File: src/srac_pkg.sv
package srac_pkg;

  localparam int unsigned DEFAULT_HEAP_BYTES = 64 * 1024;
  localparam int unsigned REDZONE_BYTES      = 16;

  // shadow byte codes
  localparam logic [7:0] SH_ACCESSIBLE      = 8'h00;
  localparam logic [7:0] SH_KMALLOC_REDZONE = 8'hFC;
  localparam logic [7:0] SH_FREED           = 8'hFB;
  localparam logic [7:0] SH_FREE_PAGE       = 8'hFF;
  localparam logic [7:0] SH_SLAB_REDZONE    = 8'hF2;

  typedef enum logic [1:0] {
    KIND_ALLOC = 2'd0,
    KIND_FREE  = 2'd1,
    KIND_CHECK = 2'd2
  } kind_e;

  typedef enum logic [1:0] {
    STATUS_DONE         = 2'd0,
    STATUS_ALLOC_FAIL   = 2'd1,
    STATUS_FREE_IGNORED = 2'd2
  } status_e;

  typedef enum logic [1:0] {
    VERDICT_CLEAN = 2'd0,
    VERDICT_UAF   = 2'd1,
    VERDICT_OOB   = 2'd2
  } verdict_e;

  // controller to datapath
  typedef struct packed {
    logic clear;
    logic capture;
    logic paint;
    logic bump_add;
    logic rd;
    logic rd_next;
    logic walk_wr;
    logic load_res;
  } cmd_t;

  // datapath to controller
  typedef struct packed {
    logic clear_last;
    logic alloc_fail;
    logic alloc_last;
    logic free_bad;
    logic walk_go;
    logic chk_out;
  } sts_t;

endpackage

File: src/srac_ctrl.sv
module srac_ctrl import srac_pkg::*; (
  input  logic       clk_i,
  input  logic       rst_ni,
  input  logic       in_valid_i,
  output logic       in_ready_o,
  input  logic [1:0] in_kind_i,
  output logic       out_valid_o,
  input  logic       out_ready_i,
  output cmd_t       cmd_o,
  input  sts_t       sts_i
);

  typedef enum logic [2:0] {
    ST_CLEAR,
    ST_IDLE,
    ST_ALLOC,
    ST_FREE,
    ST_WALK,
    ST_CHECK,
    ST_DONE
  } state_e;

  state_e state_q, state_d;
  logic   out_valid_q, out_valid_d;

  assign in_ready_o  = (state_q == ST_IDLE);
  assign out_valid_o = out_valid_q;

  always_comb begin
    cmd_o       = '0;
    state_d     = state_q;
    out_valid_d = out_valid_q && !out_ready_i;
    case (state_q)
      ST_CLEAR: begin
        cmd_o.clear = 1'b1;
        if (sts_i.clear_last) state_d = ST_IDLE;
      end
      ST_IDLE: begin
        if (in_valid_i) begin
          cmd_o.capture = 1'b1;
          case (kind_e'(in_kind_i))
            KIND_ALLOC: state_d = ST_ALLOC;
            KIND_FREE:  state_d = ST_FREE;
            KIND_CHECK: state_d = ST_CHECK;
            default:    state_d = ST_DONE;
          endcase
        end
      end
      ST_ALLOC: begin
        if (sts_i.alloc_fail) begin
          state_d = ST_DONE;
        end else begin
          cmd_o.paint = 1'b1;
          if (sts_i.alloc_last) begin
            cmd_o.bump_add = 1'b1;
            state_d        = ST_DONE;
          end
        end
      end
      ST_FREE: begin
        if (sts_i.free_bad) begin
          state_d = ST_DONE;
        end else begin
          cmd_o.rd = 1'b1;
          state_d  = ST_WALK;
        end
      end
      ST_WALK: begin
        // poison this entry and fetch the next one in the same cycle
        if (sts_i.walk_go) begin
          cmd_o.walk_wr = 1'b1;
          cmd_o.rd      = 1'b1;
          cmd_o.rd_next = 1'b1;
        end else begin
          state_d = ST_DONE;
        end
      end
      ST_CHECK: begin
        if (!sts_i.chk_out) cmd_o.rd = 1'b1;
        state_d = ST_DONE;
      end
      ST_DONE: begin
        if (!out_valid_q || out_ready_i) begin
          cmd_o.load_res = 1'b1;
          out_valid_d    = 1'b1;
          state_d        = ST_IDLE;
        end
      end
      default: state_d = ST_IDLE;
    endcase
  end

  always_ff @(posedge clk_i or negedge rst_ni) begin
    if (!rst_ni) begin
      state_q     <= ST_CLEAR;
      out_valid_q <= 1'b0;
    end else begin
      state_q     <= state_d;
      out_valid_q <= out_valid_d;
    end
  end

endmodule

File: config.mk
export PLATFORM = sky130hd
export DESIGN_NAME = srac_ctrl
export DESIGN_NICKNAME = d
export VERILOG_FILES = /design/src/srac_pkg.sv /design/src/srac_ctrl.sv
export SDC_FILE = /design/constraint.sdc
export NUM_CORES = 1
export LEC_CHECK = 0
export ABC_AREA = 1
export BUFFER_PORTS_ARGS = -buffer_cell sky130_fd_sc_hd__buf_2
export CAP_MARGIN = 25
export CORE_MARGIN = 2
export CORE_UTILIZATION = 23
export DETAILED_ROUTE_END_ITERATION = 16
export SYNTH_ARGS = -nofsm -noshare
export SYNTH_HDL_FRONTEND = slang
export SYNTH_SLANG_ARGS = --single-unit
export TNS_END_PERCENT = 100
File: constraint.sdc
create_clock -name clk_i -period 1 [get_ports clk_i]
set_input_delay 0 -clock clk_i [delete_from_list [all_inputs] [get_ports clk_i]]
set_output_delay 0 -clock clk_i [all_outputs]
set_load 0.05 [all_outputs]
==> summary.json <==
{
  "status": {
    "status": "finished with violations",
    "violated_checks": "setup timing"
  },
  "sta": {
    "final.setup.tns_ps": -3370,
    "timing.final.crit_share_pct": 135,
    "report.final.hold_viol_count": 0,
    "postLayoutSetupSlackWorst_ps": -349,
    "slew_viol_final": 0,
    "rsz0062_at_grt": "true",
    "finClkSkew_ps": 0.0840,
    "final.min_clock_period_ps": 1350,
    "worst_hold_slack_ps": 39.7,
    "slew_headroom_pct": 82.6,
    "tightestPinTransition_ps": 261,
    "setup_viol": 13,
    "fmax_ghz": 0.741
  },
  "placement": {
    "place.gp.congestion": 0.781,
    "detailed_place_hpwl_um": 924,
    "port-buffer-count": 21
  },
  "power": {
    "ir_drop_mv": 1.69,
    "clkPwrFrac_pct": 7.3,
    "intPower_mw": 1.42,
    "power_density_over_the_cells_mw_per_mm2": 3420,
    "gate_power_share_pct": 78.8,
    "p_sw_share_pct": 53.1,
    "switching_power_of_the_nets_mw": 1.61,
    "share_seq_of_total_power_pct": 13.9,
    "power.leakage_nw": 0.449
  },
  "die": {
    "die-width_um": 46.4,
    "count_of_pins_on_the_block_boundary": 22,
    "floorplan.initialDensity_pct": 24.2,
    "rows": 15,
    "design.die.area_mm2": 0.00215,
    "core_region_area_mm2": 0.00171,
    "die_height_um": 46.4
  },
  "yosys": {
    "synth_warnings": 0,
    "synthesis.area_per_instance_um2": 6.66,
    "synth.ff_latch_count": 4,
    "synth.cell_area_um2": 413,
    "netlist-cell-type-count": 23,
    "synth-edff-count": 0,
    "synthArstFlopShare_pct": 100,
    "synth_top_flop_cell": "sky130_fd_sc_hd__dfrtp_1",
    "post_synth_inst_count": 62,
    "syn-num-nets": 76,
    "yosysSeqAreaShare_pct": 24.2
  },
  "clocking": {
    "number_of_h_tree_levels": 1,
    "tritoncts_clock_tree": "built",
    "cts-buffers-inserted": 3,
    "cts.reportedPaths.clkPinSlew_ps": 40,
    "cts-root-to-sink-buffers": 2,
    "clk_latency_ps": 230,
    "cts-root-buf": "sky130_fd_sc_hd__clkbuf_4",
    "clock_sinks": 4
  },
  "critical_path": {
    "worst-r2r-cell-count": 9,
    "cpLargestDelayFamily": "flip-flops",
    "cp.required_ps": 1000,
    "setup.reg_to_reg.worst_slack_ps": -260,
    "crit_type": "register to primary output",
    "crit_cells": 5,
    "rr_endpoint": "state_q[0]$_DFFE_PN0P_",
    "path_buf_inv": 3,
    "critPathMostFrequentCell": "sky130_fd_sc_hd__inv_2",
    "worst_setup_startpoint": "state_q[1]$_DFFE_PN0P_",
    "cp_cell_sequence": "inv_2 > nor3_4 > inv_2 > nor3b_4 > buf_6",
    "crit_path_top_delay_cell": "sky130_fd_sc_hd__dfrtp_1",
    "crit_path_capture_type": "primary output",
    "cpPeakStageDelay_ps": 380,
    "endpoint": "cmd_o[4]",
    "worst_ep_arrival_time_ps": 1350,
    "crit-reg2reg-launch": "state_q[1]$_DFFE_PN0P_",
    "worstSetupStartpointType": "register",
    "worstPathMaxFanout": 3
  },
  "route": {
    "drtIter0Drc": 5,
    "m1WireLength_um": 512,
    "routed_via_density": 4.17,
    "drt-pass1-iter-count": 2,
    "route.detailed.drc": 0,
    "antenna_violating_nets_post_route": 0,
    "wl_met3_um": 78,
    "met2_length_um": 711,
    "route.final.wire_length_um": 1300,
    "dr.max_layer_used": "met3",
    "route.detailed.wl_per_inst_um": 10.3,
    "route.vias.total": 526
  },
  "grt": {
    "grt_max_degree": 8,
    "number_of_antenna_violations_at_the_first_check_in_global_routing": 0,
    "grt_pass1_vias": 479,
    "grt_first_pass_wirelength_um": 1880,
    "grt-ovfl-total": 0,
    "grtUsageTotal_pct": 12.6
  },
  "final_layout": {
    "antennaDiodeCount": 0,
    "most-common-layout-cells": "12 x sky130_fd_sc_hd__buf_2, 12 x sky130_fd_sc_hd__buf_4, 10 x sky130_fd_sc_hd__nand2_1",
    "num-nets-final": 116,
    "final_util_pct": 52.0,
    "area_growth_syn_to_layout_pct": 115,
    "multiInputGateArea_um2": 369,
    "final.fill_count": 162,
    "layout-drive-gt1-share_pct": 69.3,
    "register_area_um2": 104
  },
  "job": {
    "drv.max_cap_violation_count": 0
  },
  "worst_hold_path": {
    "timing.hold.worst.class": "primary input to register",
    "worstHoldStart": "out_ready_i"
  }
}
[worst min-delay path by stage]
stage / to / cells past startpoint
after floorplan: out_valid_o$_DFF_PN0_ / 0
after global placement: state_q[1]$_DFFE_PN0P_ / 1
after detailed placement: state_q[1]$_DFFE_PN0P_ / 1
after CTS: out_valid_o$_DFF_PN0_ / 4
after global routing: out_valid_o$_DFF_PN0_ / 4
final: out_valid_o$_DFF_PN0_ / 4
[layout make-up]
| class | count | area share (%) |
|---|---|---|
| Inverter | 11 | 5.77 |
| Tap cell | 25 | 3.52 |
| Multi-Input combinational cell | 45 | 41.5 |
| Clock buffer | 4 | 2.96 |
| Timing Repair Buffer | 37 | 34.5 |
| Sequential cell | 4 | 11.7 |
[logic make-up (layout without fill, tap and decap cells)]
kind of cell / after synthesis / count (layout) / share of synthesized area, %
buf+inv: 13 / 52 / 14.8
flops: 4 / 4 / 24.2
simple gates: 39 / 39 / 48.5
fa+ha+maj: 2 / 2 / 6.06
compound gates: 4 / 4 / 6.36
[synth_stat cells, types with 2 or more instances]
master                     n  area, um^2
sky130_fd_sc_hd__nand4_1   2        12.5
sky130_fd_sc_hd__ha_1      2        25.0
sky130_fd_sc_hd__nor2_1    8        30.0
sky130_fd_sc_hd__nand2_1  11        41.3
sky130_fd_sc_hd__dfrtp_1   4         100
sky130_fd_sc_hd__nand3_1   7        35.0
sky130_fd_sc_hd__nor3_1    3        15.0
sky130_fd_sc_hd__inv_1     8        30.0
sky130_fd_sc_hd__inv_2     2        7.51
sky130_fd_sc_hd__nand2_2   2        12.5
[power groups by stage]
| stage | combinational (mW) | sequential (mW) | clock (mW) |
|---|---|---|---|
| after detailed placement | 1.77 | 0.389 | 0 |
| final | 2.39 | 0.423 | 0.221 |
| after global routing | 2.56 | 0.434 | 0.243 |
| after CTS | 2.10 | 0.405 | 0.232 |
| after global placement | 1.76 | 0.381 | 0 |
| after floorplan | 1.25 | 0.428 | 0 |
[stage by stage]
step	power, mW	std cells	setup WS (ps)	area, um^2
after global routing	3.24	126	-403	888
after floorplan	1.68	62	-254	465
after CTS	2.74	125	-370	801
final	3.04	126	-349	888
after global placement	2.14	116	-272	658
after detailed placement	2.16	116	-263	658
[per-layer routing]
metal | track usage (%) | up-vias
met3 | 3.53 | 0
met2 | 21.9 | 17
met1 | 14.3 | 232
met4 | 5.14 | 0
met5 | 0 | -
li1 | - | 277
[flip-flops by register name, summed over array words and instances (netlist names)]
name and flops:
out_valid_o 1, state_q 3
[worst min-delay path: stages]
cell	delay (ps)
sky130_fd_sc_hd__buf_2	70
sky130_fd_sc_hd__nor2_1	60
sky130_fd_sc_hd__inv_1	50
sky130_fd_sc_hd__nand2_1	40
[repair_timing]
action / in CTS / in global routing
pin swaps: 5 / 8
endpoints found under the hold margin: 4 / 0
hold buffers: 1 / 0
gates resized for setup: 24 / 18
endpoints found under the setup margin: 13 / 13
buffers inserted: 4 / 2
(Power assumes the default switching activity.)
